--- config.mk ---
export PLATFORM = sky130hd
export DESIGN_NAME = ring_frame_descriptor_manager_top
export DESIGN_NICKNAME = d
export VERILOG_FILES = /design/src/sv/rfdm_pkg.sv /design/src/sv/rfdm_front.sv /design/src/sv/rfdm_queue.sv /design/src/sv/rfdm_back.sv /design/src/sv/ring_frame_descriptor_manager_top.sv
export SDC_FILE = /design/constraint.sdc
export NUM_CORES = 1
export LEC_CHECK = 0
export BUFFER_PORTS_ARGS = -buffer_cell sky130_fd_sc_hd__buf_4
export CAP_MARGIN = 20
export CORE_ASPECT_RATIO = 1.2
export CORE_MARGIN = 2
export CORE_UTILIZATION = 50
export DETAILED_ROUTE_END_ITERATION = 7
export HOLD_SLACK_MARGIN = 0.03
export PLACE_DENSITY = 0.75
export SKIP_LAST_GASP = 1
export SYNTH_ARGS = -nofsm -noshare
export SYNTH_HDL_FRONTEND = slang
export SYNTH_SLANG_ARGS = --single-unit
--- constraint.sdc ---
create_clock -name clk -period 6.7 [get_ports clk]
set_input_delay 1.34 -clock clk [delete_from_list [all_inputs] [get_ports clk]]
set_output_delay 1.34 -clock clk [all_outputs]
set_load 0.02 [all_outputs]
--- src/sv/rfdm_pkg.sv ---
package rfdm_pkg;

	// Descriptor store depth and pool addressing.
	localparam int QUEUE_DEPTH    = 16;
	localparam int POOL_ADDR_BITS = 21;

	// Field widths.
	localparam int LEN_W  = 22;
	localparam int POS_W  = POOL_ADDR_BITS;
	localparam int POOL_W = POOL_ADDR_BITS + 1;
	localparam int SUM_W  = LEN_W + 1;
	localparam int CNT_W  = 5;
	localparam int IDX_W  = $clog2(QUEUE_DEPTH);
	localparam int MAXE_W = 5;
	localparam int STAT_W = 2;
	localparam int CFG_IDX_W = 2;

	// Largest usable pool, one past the highest byte offset.
	localparam logic [POOL_W-1:0] POOL_MAX = {1'b1, {POOL_ADDR_BITS{1'b0}}};

	// Reset values of the configuration registers.
	localparam logic [LEN_W-1:0]  POOL_SIZE_RESET   = LEN_W'(2097152);
	localparam logic [MAXE_W-1:0] MAX_ENTRIES_RESET = MAXE_W'(10);

	// Configuration register indexes.
	localparam logic [CFG_IDX_W-1:0] CFG_POOL_SIZE   = CFG_IDX_W'(0);
	localparam logic [CFG_IDX_W-1:0] CFG_MAX_ENTRIES = CFG_IDX_W'(1);

	// Request actions.
	localparam logic ACT_PUSH = 1'b0;
	localparam logic ACT_PULL = 1'b1;

	// Result status codes.
	localparam logic [STAT_W-1:0] STATUS_OK     = 2'd0;
	localparam logic [STAT_W-1:0] STATUS_REJECT = 2'd1;
	localparam logic [STAT_W-1:0] STATUS_EMPTY  = 2'd2;

	// Depth of the command queue between front and back.
	localparam int FIFO_DEPTH = 2;
	localparam int FIFO_PTR_W = $clog2(FIFO_DEPTH);
	localparam int FIFO_CNT_W = $clog2(FIFO_DEPTH + 1);

	// Classified command handed from front to back.
	typedef enum logic [1:0] {
		OP_REJECT = 2'd0,
		OP_PUSH   = 2'd1,
		OP_PULL   = 2'd2
	} op_kind_t;

	typedef struct packed {
		op_kind_t          kind;
		logic [POS_W-1:0]  start;
		logic [LEN_W-1:0]  len;
	} op_t;

	// Command queue status seen by both sides.
	typedef struct packed {
		logic full;
		logic empty;
	} q_stat_t;

endpackage

--- src/sv/rfdm_front.sv ---
module rfdm_front (
	input  logic                       clk,
	input  logic                       arst_n,
	input  logic                       start,
	input  logic                       action,
	input  logic [rfdm_pkg::LEN_W-1:0] frame_len,
	input  logic [rfdm_pkg::LEN_W-1:0] pool_size,
	input  rfdm_pkg::q_stat_t          q_stat,
	output logic                       busy,
	output logic                       q_wr,
	output rfdm_pkg::op_t              q_wdata
);

	logic [rfdm_pkg::POS_W-1:0]  wp_q;
	logic [rfdm_pkg::POS_W-1:0]  wp_next;
	logic [rfdm_pkg::POOL_W-1:0] pool_eff;
	logic [rfdm_pkg::SUM_W-1:0]  end_sum;
	logic                        rejected;

	// The front takes a request whenever the queue has room.
	assign busy = q_stat.full;
	assign q_wr = start && !busy;

	// Clamp the pool to the addressable range.
	always_comb begin
		if (pool_size > rfdm_pkg::LEN_W'(rfdm_pkg::POOL_MAX)) begin
			pool_eff = rfdm_pkg::POOL_MAX;
		end else begin
			pool_eff = rfdm_pkg::POOL_W'(pool_size);
		end
	end

	// Classify the request and place a pushed frame in the pool.
	always_comb begin
		end_sum  = rfdm_pkg::SUM_W'(wp_q) + rfdm_pkg::SUM_W'(frame_len);
		rejected = (frame_len == '0) || (rfdm_pkg::SUM_W'(frame_len) > rfdm_pkg::SUM_W'(pool_eff));
		wp_next  = wp_q;
		q_wdata.kind  = rfdm_pkg::OP_PULL;
		q_wdata.start = '0;
		q_wdata.len   = frame_len;
		if (action == rfdm_pkg::ACT_PUSH) begin
			if (rejected) begin
				q_wdata.kind = rfdm_pkg::OP_REJECT;
			end else begin
				q_wdata.kind = rfdm_pkg::OP_PUSH;
				if (end_sum > rfdm_pkg::SUM_W'(pool_eff)) begin
					// Frame would run past the end: wrap to offset zero.
					q_wdata.start = '0;
					if (rfdm_pkg::SUM_W'(frame_len) == rfdm_pkg::SUM_W'(pool_eff)) begin
						wp_next = '0;
					end else begin
						wp_next = frame_len[rfdm_pkg::POS_W-1:0];
					end
				end else if (end_sum == rfdm_pkg::SUM_W'(pool_eff)) begin
					q_wdata.start = wp_q;
					wp_next = '0;
				end else begin
					q_wdata.start = wp_q;
					wp_next = end_sum[rfdm_pkg::POS_W-1:0];
				end
			end
		end
	end

	// Write position moves only on an accepted push that fits.
	always_ff @(posedge clk or negedge arst_n) begin
		if (!arst_n) begin
			wp_q <= '0;
		end else if (q_wr && (q_wdata.kind == rfdm_pkg::OP_PUSH)) begin
			wp_q <= wp_next;
		end
	end

endmodule

--- src/sv/rfdm_queue.sv ---
module rfdm_queue (
	input  logic              clk,
	input  logic              arst_n,
	input  logic              wr,
	input  rfdm_pkg::op_t     wdata,
	input  logic              rd,
	output rfdm_pkg::op_t     rdata,
	output rfdm_pkg::q_stat_t stat
);

	rfdm_pkg::op_t                   mem_q [rfdm_pkg::FIFO_DEPTH];
	logic [rfdm_pkg::FIFO_PTR_W-1:0] wr_ptr_q;
	logic [rfdm_pkg::FIFO_PTR_W-1:0] rd_ptr_q;
	logic [rfdm_pkg::FIFO_CNT_W-1:0] cnt_q;
	logic                            do_wr;
	logic                            do_rd;

	assign stat.full  = (cnt_q == rfdm_pkg::FIFO_CNT_W'(rfdm_pkg::FIFO_DEPTH));
	assign stat.empty = (cnt_q == '0);
	assign do_wr = wr && !stat.full;
	assign do_rd = rd && !stat.empty;
	assign rdata = mem_q[rd_ptr_q];

	// Pointer and occupancy bookkeeping.
	always_ff @(posedge clk or negedge arst_n) begin
		if (!arst_n) begin
			wr_ptr_q <= '0;
			rd_ptr_q <= '0;
			cnt_q    <= '0;
		end else begin
			if (do_wr) begin
				if (wr_ptr_q == rfdm_pkg::FIFO_PTR_W'(rfdm_pkg::FIFO_DEPTH - 1)) begin
					wr_ptr_q <= '0;
				end else begin
					wr_ptr_q <= wr_ptr_q + 1'b1;
				end
			end
			if (do_rd) begin
				if (rd_ptr_q == rfdm_pkg::FIFO_PTR_W'(rfdm_pkg::FIFO_DEPTH - 1)) begin
					rd_ptr_q <= '0;
				end else begin
					rd_ptr_q <= rd_ptr_q + 1'b1;
				end
			end
			if (do_wr && !do_rd) begin
				cnt_q <= cnt_q + 1'b1;
			end else if (do_rd && !do_wr) begin
				cnt_q <= cnt_q - 1'b1;
			end
		end
	end

	// Entry storage.
	always_ff @(posedge clk) begin
		if (do_wr) begin
			mem_q[wr_ptr_q] <= wdata;
		end
	end

endmodule

--- src/sv/rfdm_back.sv ---
module rfdm_back (
	input  logic                        clk,
	input  logic                        arst_n,
	input  logic [rfdm_pkg::MAXE_W-1:0] max_entries,
	input  rfdm_pkg::q_stat_t           q_stat,
	input  rfdm_pkg::op_t               q_rdata,
	output logic                        q_rd,
	output logic                        done,
	output logic [rfdm_pkg::STAT_W-1:0] status,
	output logic [rfdm_pkg::POS_W-1:0]  region_start,
	output logic [rfdm_pkg::LEN_W-1:0]  region_len,
	output logic [rfdm_pkg::CNT_W-1:0]  evicted,
	output logic [rfdm_pkg::CNT_W-1:0]  entries_left
);

	typedef enum logic [2:0] {
		ST_IDLE  = 3'b001,
		ST_EVICT = 3'b010,
		ST_TRIM  = 3'b100
	} state_t;

	state_t                       state_q;
	logic [rfdm_pkg::IDX_W-1:0]   head_q;
	logic [rfdm_pkg::CNT_W-1:0]   count_q;
	logic [rfdm_pkg::POS_W-1:0]   desc_start_q [rfdm_pkg::QUEUE_DEPTH];
	logic [rfdm_pkg::LEN_W-1:0]   desc_len_q   [rfdm_pkg::QUEUE_DEPTH];
	logic [rfdm_pkg::POS_W-1:0]   cur_start_q;
	logic [rfdm_pkg::LEN_W-1:0]   cur_len_q;
	logic [rfdm_pkg::CNT_W-1:0]   evict_q;

	logic                         done_q;
	logic [rfdm_pkg::STAT_W-1:0]  status_q;
	logic [rfdm_pkg::POS_W-1:0]   rstart_q;
	logic [rfdm_pkg::LEN_W-1:0]   rlen_q;
	logic [rfdm_pkg::CNT_W-1:0]   evicted_q;
	logic [rfdm_pkg::CNT_W-1:0]   left_q;

	logic [rfdm_pkg::CNT_W-1:0]   limit;
	logic [rfdm_pkg::IDX_W-1:0]   head_next;
	logic [rfdm_pkg::CNT_W:0]     tail_sum;
	logic [rfdm_pkg::IDX_W-1:0]   tail;
	logic [rfdm_pkg::SUM_W-1:0]   front_lo;
	logic [rfdm_pkg::SUM_W-1:0]   front_hi;
	logic [rfdm_pkg::SUM_W-1:0]   cur_lo;
	logic [rfdm_pkg::SUM_W-1:0]   cur_hi;
	logic                         front_ov;
	logic                         append;

	assign done         = done_q;
	assign status       = status_q;
	assign region_start = rstart_q;
	assign region_len   = rlen_q;
	assign evicted      = evicted_q;
	assign entries_left = left_q;

	// Take the next command only when no push is being carried out.
	assign q_rd = (state_q == ST_IDLE) && !q_stat.empty;

	// Effective descriptor limit, clamped to one through the store depth.
	always_comb begin
		if (max_entries == '0) begin
			limit = rfdm_pkg::CNT_W'(1);
		end else if (max_entries > rfdm_pkg::MAXE_W'(rfdm_pkg::QUEUE_DEPTH)) begin
			limit = rfdm_pkg::CNT_W'(rfdm_pkg::QUEUE_DEPTH);
		end else begin
			limit = rfdm_pkg::CNT_W'(max_entries);
		end
	end

	// Ring index arithmetic for the descriptor store.
	always_comb begin
		if (head_q == rfdm_pkg::IDX_W'(rfdm_pkg::QUEUE_DEPTH - 1)) begin
			head_next = '0;
		end else begin
			head_next = head_q + 1'b1;
		end
		tail_sum = (rfdm_pkg::CNT_W + 1)'(head_q) + (rfdm_pkg::CNT_W + 1)'(count_q);
		if (tail_sum >= (rfdm_pkg::CNT_W + 1)'(rfdm_pkg::QUEUE_DEPTH)) begin
			tail = rfdm_pkg::IDX_W'(tail_sum - (rfdm_pkg::CNT_W + 1)'(rfdm_pkg::QUEUE_DEPTH));
		end else begin
			tail = tail_sum[rfdm_pkg::IDX_W-1:0];
		end
	end

	// Overlap test between the oldest descriptor and the new frame.
	always_comb begin
		front_lo = rfdm_pkg::SUM_W'(desc_start_q[head_q]);
		front_hi = front_lo + rfdm_pkg::SUM_W'(desc_len_q[head_q]);
		cur_lo   = rfdm_pkg::SUM_W'(cur_start_q);
		cur_hi   = cur_lo + rfdm_pkg::SUM_W'(cur_len_q);
		front_ov = !((front_lo >= cur_hi) || (front_hi <= cur_lo));
	end

	assign append = (state_q == ST_TRIM) && (count_q < limit);

	// Sequencer: pulls and rejects finish at once, a push walks the front.
	always_ff @(posedge clk or negedge arst_n) begin
		if (!arst_n) begin
			state_q <= ST_IDLE;
			head_q  <= '0;
			count_q <= '0;
			evict_q <= '0;
			done_q  <= 1'b0;
		end else begin
			done_q <= 1'b0;
			unique case (state_q)
				ST_IDLE: begin
					if (q_rd) begin
						unique case (q_rdata.kind)
							rfdm_pkg::OP_PUSH: begin
								evict_q <= '0;
								state_q <= ST_EVICT;
							end
							rfdm_pkg::OP_PULL: begin
								done_q <= 1'b1;
								if (count_q != '0) begin
									head_q  <= head_next;
									count_q <= count_q - 1'b1;
								end
							end
							default: begin
								done_q <= 1'b1;
							end
						endcase
					end
				end
				ST_EVICT: begin
					if ((count_q != '0) && front_ov) begin
						head_q  <= head_next;
						count_q <= count_q - 1'b1;
						evict_q <= evict_q + 1'b1;
					end else begin
						state_q <= ST_TRIM;
					end
				end
				ST_TRIM: begin
					if (append) begin
						count_q <= count_q + 1'b1;
						done_q  <= 1'b1;
						state_q <= ST_IDLE;
					end else begin
						head_q  <= head_next;
						count_q <= count_q - 1'b1;
						evict_q <= evict_q + 1'b1;
					end
				end
				default: begin
					state_q <= ST_IDLE;
				end
			endcase
		end
	end

	// Current push and result payload.
	always_ff @(posedge clk) begin
		if (q_rd) begin
			cur_start_q <= q_rdata.start;
			cur_len_q   <= q_rdata.len;
			evicted_q   <= '0;
			unique case (q_rdata.kind)
				rfdm_pkg::OP_PULL: begin
					if (count_q == '0) begin
						status_q <= rfdm_pkg::STATUS_EMPTY;
						rstart_q <= '0;
						rlen_q   <= '0;
						left_q   <= '0;
					end else begin
						status_q <= rfdm_pkg::STATUS_OK;
						rstart_q <= desc_start_q[head_q];
						rlen_q   <= desc_len_q[head_q];
						left_q   <= count_q - 1'b1;
					end
				end
				rfdm_pkg::OP_REJECT: begin
					status_q <= rfdm_pkg::STATUS_REJECT;
					rstart_q <= '0;
					rlen_q   <= '0;
					left_q   <= count_q;
				end
				default: begin
				end
			endcase
		end else if (append) begin
			status_q  <= rfdm_pkg::STATUS_OK;
			rstart_q  <= cur_start_q;
			rlen_q    <= cur_len_q;
			evicted_q <= evict_q;
			left_q    <= count_q + 1'b1;
		end
	end

	// Descriptor store, written at the tail on append.
	always_ff @(posedge clk) begin
		if (append) begin
			desc_start_q[tail] <= cur_start_q;
			desc_len_q[tail]   <= cur_len_q;
		end
	end

endmodule

--- src/sv/ring_frame_descriptor_manager_top.sv ---
// Ring frame descriptor manager.
// Requests enter on start/action/frame_len and are taken at a clock edge with
// start high and busy low. A push places a frame in the circular pool and
// queues its descriptor; a pull returns and removes the oldest descriptor.
// Every request yields one result, shown for one cycle with done high, on
// status, region_start, region_len, evicted and entries_left, in request order.
// The receiver cannot stall, so results are never held back.
// Configuration uses cfg_valid/cfg_ready with cfg_index and cfg_data; index 0
// is the pool size, index 1 the descriptor limit. Write only while idle.
// A taken request is written into the command queue; the back end reads it
// from there and registers its result. For a push, the back end walks the
// oldest descriptors one per cycle, dropping those it evicts, and appends the
// new one; it takes no further command until that push is done, and otherwise
// serves one pull or reject per cycle. A two-entry command queue lets the front
// keep taking requests while the back end works; busy rises when it is full.
// Reset clears the queue, the write position and the command queue, and loads
// a pool of 2097152 bytes and a limit of ten descriptors.
module ring_frame_descriptor_manager_top (
	input  logic                           clk,
	input  logic                           arst_n,
	input  logic                           start,
	output logic                           busy,
	input  logic                           action,
	input  logic [rfdm_pkg::LEN_W-1:0]     frame_len,
	output logic                           done,
	output logic [rfdm_pkg::STAT_W-1:0]    status,
	output logic [rfdm_pkg::POS_W-1:0]     region_start,
	output logic [rfdm_pkg::LEN_W-1:0]     region_len,
	output logic [rfdm_pkg::CNT_W-1:0]     evicted,
	output logic [rfdm_pkg::CNT_W-1:0]     entries_left,
	input  logic                           cfg_valid,
	output logic                           cfg_ready,
	input  logic [rfdm_pkg::CFG_IDX_W-1:0] cfg_index,
	input  logic [rfdm_pkg::LEN_W-1:0]     cfg_data
);

	logic [rfdm_pkg::LEN_W-1:0]  pool_size_q;
	logic [rfdm_pkg::MAXE_W-1:0] max_entries_q;
	logic                        q_wr;
	logic                        q_rd;
	rfdm_pkg::op_t               q_wdata;
	rfdm_pkg::op_t               q_rdata;
	rfdm_pkg::q_stat_t           q_stat;

	assign cfg_ready = 1'b1;

	// Configuration registers.
	always_ff @(posedge clk or negedge arst_n) begin
		if (!arst_n) begin
			pool_size_q   <= rfdm_pkg::POOL_SIZE_RESET;
			max_entries_q <= rfdm_pkg::MAX_ENTRIES_RESET;
		end else if (cfg_valid && cfg_ready) begin
			if (cfg_index == rfdm_pkg::CFG_POOL_SIZE) begin
				pool_size_q <= cfg_data;
			end else if (cfg_index == rfdm_pkg::CFG_MAX_ENTRIES) begin
				max_entries_q <= cfg_data[rfdm_pkg::MAXE_W-1:0];
			end
		end
	end

	rfdm_front u_front (
		.clk       (clk),
		.arst_n    (arst_n),
		.start     (start),
		.action    (action),
		.frame_len (frame_len),
		.pool_size (pool_size_q),
		.q_stat    (q_stat),
		.busy      (busy),
		.q_wr      (q_wr),
		.q_wdata   (q_wdata)
	);

	rfdm_queue u_queue (
		.clk    (clk),
		.arst_n (arst_n),
		.wr     (q_wr),
		.wdata  (q_wdata),
		.rd     (q_rd),
		.rdata  (q_rdata),
		.stat   (q_stat)
	);

	rfdm_back u_back (
		.clk          (clk),
		.arst_n       (arst_n),
		.max_entries  (max_entries_q),
		.q_stat       (q_stat),
		.q_rdata      (q_rdata),
		.q_rd         (q_rd),
		.done         (done),
		.status       (status),
		.region_start (region_start),
		.region_len   (region_len),
		.evicted      (evicted),
		.entries_left (entries_left)
	);

endmodule

# After elaboration in Yosys (flattened, before gate mapping)
# Memory sizes are Yosys's and may differ from the RTL's.
# Cells that the tools add are included.
dict set report op_classes {
  addsub 13
  order_cmp 8
  n_eq_ne 20
  muxes 61
  n_bitwise 3
  reduce_logical 34
}
# operator count
set ops {}
lappend ops {{$mux 21} 8}
lappend ops {{$mux 22} 4}
lappend ops {{$mux 5} 14}
lappend ops {{$add 21x22->23} 3}
lappend ops {{$pmux 22 s2} 1}
lappend ops {{$pmux 21 s2} 1}
lappend ops {{$pmux 5 s3} 2}
lappend ops {{$mux 4} 7}
lappend ops {{$eq 23x22->1} 1}
lappend ops {{$ge 21x23->1} 1}
lappend ops {{$gt 23x22->1} 1}
lappend ops {{$le 23x21->1} 1}
lappend ops {{$mux 23} 1}
lappend ops {{$eq 22x22->1} 1}
lappend ops {{$gt 22x22->1} 1}
lappend ops {{$gt 22x22->1 const B} 1}
lappend ops {{$logic_not 22->1} 1}
lappend ops {{$mux 3} 4}
lappend ops {{$ne 2x2->1 const B} 6}
lappend ops {{$pmux 4 s3} 1}
lappend ops {{$add 5x1->5 const B} 2}
lappend ops {{$logic_not 5->1} 2}
lappend ops {{$mux 2} 5}
lappend ops {{$pmux 5 s2} 1}
lappend ops {{35 further kinds} 69}
dict set report word_totals {
  reg_bits 168
  ram_bits 778
  in_bits 51
  out_inout_bits 58
  memories 3
}
# memory words width read_ports rd_ports_with_merged_regs write_ports line
set mem_list {}
lappend mem_list {u_back.desc_len_q 16 22 1 0 1 rfdm_back.sv:26} ;# logic [rfdm_pkg::LEN_W-1:0] desc_len_q [rfdm_pkg::QUEUE_DEPTH];
lappend mem_list {u_back.desc_start_q 16 21 1 0 1 rfdm_back.sv:25} ;# logic [rfdm_pkg::POS_W-1:0] desc_start_q [rfdm_pkg::QUEUE_DEPTH];
lappend mem_list {u_queue.mem_q 2 45 1 0 1 rfdm_queue.sv:11} ;# rfdm_pkg::op_t mem_q [rfdm_pkg::FIFO_DEPTH];

# Logic depth before layout (Yosys ltp)
dict set report logic_depth {
  depth_word 9
  ltp_mapped 28
}

# By module
# A second synthesis with hierarchy kept.
dict set report hier_totals {
  cells_unflattened 2450
  area_unflattened_um2 42089.1
}
# mod n_inst cells_per_inst area_per_inst_um2 seq_area_each_um2
set modules_own_cells {}
lappend modules_own_cells {rfdm_back 1 1762 33687.3 24004.3}
lappend modules_own_cells {rfdm_front 1 469 3714.8 525.5}
lappend modules_own_cells {rfdm_queue 1 159 3643.5 2802.7}
lappend modules_own_cells {ring_frame_descriptor_manager_top 1 60 1043.5 679.4}

# Least setup slack after synthesis
# OpenSTA, ideal clock, no wires.
dict set report synth_timing {
  kind {register -> register}
  startpoint {register u_back.head_q[0] in the netlist's numbering}
  endpoint {register u_back.head_q[0] in the netlist's numbering}
  setup_ps 125
  t_arrival_ps 6216
  setup_slack_ps 359
  stages_incl_launch_ff 27
  n_path_buf 4
  synth_period_minus_slack_ps 6341
  cell_sequence {dfrtp_1 buf_2 buf_2 buf_2 buf_1 mux4_2 mux4_2 ha_1 or4_4 a21oi_2 a211oi_2 a31o_4 a21o_1 a21o_1 a21oi_1 o21bai_1 a21oi_1 xnor2_1 ha_1 nand4_1 nor2_1 o31ai_1 a21oi_1 o221a_4 a21oi_4 or2_4 mux2_4}
}
dict set report synth_between {
  elab_chain_cells 8
  elab_cells_between_ends 19
}
# item line
set synth_lines {}
lappend synth_lines {{start, declared} rfdm_back.sv:23} ;# logic [rfdm_pkg::IDX_W-1:0] head_q;
lappend synth_lines {{start signal, assigned} rfdm_back.sv:117} ;# head_q <= head_next;
lappend synth_lines {{start signal, assigned} rfdm_back.sv:129} ;# head_q <= head_next;
lappend synth_lines {{start signal, assigned} rfdm_back.sv:142} ;# head_q <= head_next;
lappend synth_lines {{$mem_v2 16x21 or $mem_v2 16x22 (tied branches)} -}
lappend synth_lines {{$add 21x22->23} rfdm_back.sv:88} ;# front_hi = front_lo + rfdm_pkg::SUM_W'(desc_len_q[head_q]);
lappend synth_lines {{$le 23x21->1} rfdm_back.sv:91} ;# front_ov = !((front_lo >= cur_hi) || (front_hi <= cur_lo));
lappend synth_lines {{$logic_or 1x1->1} rfdm_back.sv:91}
lappend synth_lines {{$logic_not 1->1} rfdm_back.sv:91}
lappend synth_lines {{$logic_and 1x1->1} rfdm_back.sv:128} ;# if ((count_q != '0) && front_ov) begin
lappend synth_lines {{$ne 2x1->1 (no line)} -}
lappend synth_lines {{$reduce_and 6->1 (no line)} -}
# Parallel ways exist; a longest one is shown, timed or not. The select of a mux whose other input is x is not followed.
# A chain may end at the register's enable or synchronous reset.

# Final worst setup path
dict set report layout_timing {
  startpoint {register u_back.head_q[0] in the netlist's numbering}
  endpoint {register u_back.head_q[1] in the netlist's numbering}
}
# Same word-level chain as after synthesis.

==> flow_summary.toml <==
[timing]
worst_slew_pin_slew_ps = 1030
min_period_ps = 6410
rsz0062_at_grt = "false"
clock_skew_ps = 28.1
fin_crit_sh = 0.956
max_freq_ghz = 0.156
slew_headroom = 0.315
setup_ws_ps = 292
tns_ps = 0
setup_viol = 0
finalHoldViolCount = 0
slew_viol_final = 0

[synthesis]
synth.area.top_cells = "edfxtp_1 (64%), mux4_2 (12%), ha_1 (4.9%)"
synth_async_sr_flop_share = 0.0740
ys_types = 77
yosysTopAreaCell = "edfxtp_1"
synthFlopType = "edfxtp_1"
synth.top_cell.area_share = 0.637
synth_edf_count = 871
synth_area_mm2 = 0.0411
ys_warn_count = 0
synth_area_per_cell_um2 = 17.7
synth_seq_cells = 946
synth_nets = 2538
seq_area_frac_synth = 0.682
postSynthCellCount = 2322

[cts]
cts_made_buffers = 91
clock_latency_ps = 660
cts.path.max_buffers = 3
cts_tree = "done"
clock-sinks = 946
clk_pin_slew_worst_paths_ps = 60
cts-root-buf = "clkbuf_16"
cts-htree-levels = 3
cts_hold_buf = 0

[run]
cap_viol_max_count = 0

[power]
clkPwrFrac = 0.199
power_frac_comb = 0.451
p_sw_frac = 0.385
powerDensity_mw_per_mm2 = 557
power_mw = 26.0
seq_power_share = 0.350
leakage_nw = 16.3
ir_drop_v = 0.000321
net-switching-power_mw = 10.0
intPower_mw = 16.0

[die]
die_x_um = 266
start_util = 0.503
die_area_mm2 = 0.0845
fp.coreArea_mm2 = 0.0817
rows = 115
ios = 109
fp.dieH_um = 318

[layout]
fin_nets = 2730
nFillCells = 5996
syn_to_final_growth_pct = 13.8
layout_commonest_cell = "edfxtp_1"
final_core_util = 0.572
fin_cells = 3642
multi_input_area_mm2 = 0.0127
drive_above_1_share = 0.249
regArea_mm2 = 0.0280
final_cell_mix = "edfxtp_1 (871), mux4_2 (214), buf_4 (171)"

[grt]
grt_pass1_wl_um = 150000
antenna_found_initial = 2
grt_pass1_vias = 23600
grt_max_degree = 71
grt.overflow.total = 0
track_usage = 0.243

[placed_design]
hpwl_um = 63300
port_buffers = 107
post-place-cells = 3470
pre_cts_ws_ps = 180
place.gp.congestion = 0.915

[drt]
ant_nets = 0
routedWlPerCell_um = 27.9
wirelength_um = 102000
drtIter0Drc = 2343
via_count = 22800
viasPerCell = 6.27
drcViolationCount = 0
drt_first_pass_iters = 6

[setup_path]
worstPathRequired_ps = 7230
worstSetupEndpointType = "register"
critPathLaunchType = "register"
crit_fanout = 20
critPathArrivalTime_ps = 6930
worst-setup-path-type = "reg2reg"

[outcome]
status = "finished, final reports clean"

[hold_path]
hp-class = "reg2reg"
[cell usage after synthesis (7+ instances only)]
cell      number
o21a_1        20
a22o_1        26
buf_2          9
inv_1         58
nor4_1         9
o21bai_1       8
a211oi_1      10
nand3_1       25
dfrtp_1       66
a221o_1       16
edfxtp_1     871
nor3_1        23
clkbuf_1      50
nor2b_1       12
nand2_1      115
or3_1          7
and2_1        38
a21o_1        53
o21ai_0       65
xnor2_1       45
a21oi_1       94
nand2b_1      14
nor2_1        76
mux2_2        69
buf_1         22
mux4_2       214
nand4_1       22
xor2_1        24
ha_1         161
[state kept, by name, summed over array words and instances (netlist names), 21 cells and up]
name and cells:
u_back.desc_len_q 352, u_back.cur_len_q 22, u_back.desc_start_q 336, u_back.region_len 22, pool_size_q 22, u_queue.mem_q 90
u_back.region_start 21, u_front.wp_q 21, u_back.cur_start_q 21
[through the flow]
stage          instance area (µm²)  hold WS, ps
2_1_floorplan                41100          457
3_3_place_gp                 43700          478
3_5_place_dp                 43700          483
4_1_cts                      46700          491
5_1_grt                      46700          505
6_report                     46700          487
[power groups by stage]
stage / Sequential (mW) / Combinational (mW) / Clock (mW)
5_1_grt: 9.21 / 12.7 / 5.45
2_1_floorplan: 8.85 / 7.91 / 0
6_report: 9.10 / 11.7 / 5.18
3_5_place_dp: 9.21 / 11.5 / 0
4_1_cts: 9.09 / 11.6 / 5.24
3_3_place_gp: 9.10 / 11.3 / 0
[layout make-up]
class                   count  area share
flip-flops and latches    946       0.600
clock inverters            50      0.0118
well taps                1053      0.0282
diodes                      1   0.0000536
inverters                  58     0.00466
clock buffers             117      0.0524
multi-input cells        1236       0.271
repair buffers            181      0.0316
[cell families (layout without fill, tap and decap cells)]
kind of cell	Yosys count	in the layout	share of synthesized area
other	1	2	0.0000913
adders and majority gates	165	165	0.0510
xor gates and xnor gates	69	69	0.0147
DFF	946	946	0.682
and+or+nand+nor	365	365	0.0434
AOI/OAI and AO/OA	350	350	0.0584
buffers and inverters	140	406	0.0132
muxes	286	286	0.137
[worst max-delay path, cell delays in order (launching register included)]
cell and delay, ps:
dfrtp_4 510, buf_12 240, buf_4 190, mux4_2 510, mux4_2 550, ha_1 350
a211o_1 350, a21oi_2 150, a211oi_2 90, a31o_4 280, a21o_1 180, a21o_1 210
a21oi_1 310, o21bai_1 100, a21oi_1 170, xnor2_1 80, ha_1 290, nand4_1 90
nor2_1 150, o31ai_1 90, a21oi_1 270, o221a_4 360, a21oi_4 130, or2_4 300
mux2_4 300
[layer usage]
layer,vias up,part of all wire,GRT usage
met5,-,0,0
met4,0,0.036,0.0944
met3,206,0.084,0.0471
met2,1159,0.50,0.398
met1,11700,0.38,0.324
li1,9764,-,-
[timing repair]
action | 4_1_cts | 5_1_grt
resized for setup | 0 | 4
buffers inserted | 0 | 4
endpoints found under the setup margin | 0 | 9
[worst paths after layout]
check | from | to | slack (ps) | depth (start not counted)
worst max-delay path | u_back.head_q[0] | u_back.head_q[1] | 290 | 24
worst min-delay path | u_back.evicted[3] | u_back.evicted[3] | 490 | 2
worst min register to register | u_back.evicted[3] | u_back.evicted[3] | 490 | 2
worst max register to register | u_back.head_q[0] | u_back.head_q[1] | 290 | 24
min in group asynchronous | arst_n | max_entries_q[4] | 820 | 1
max in group asynchronous | arst_n | u_back.head_q[1] | 5170 | 1
Note: power is estimated with default switching activity, not from simulation.
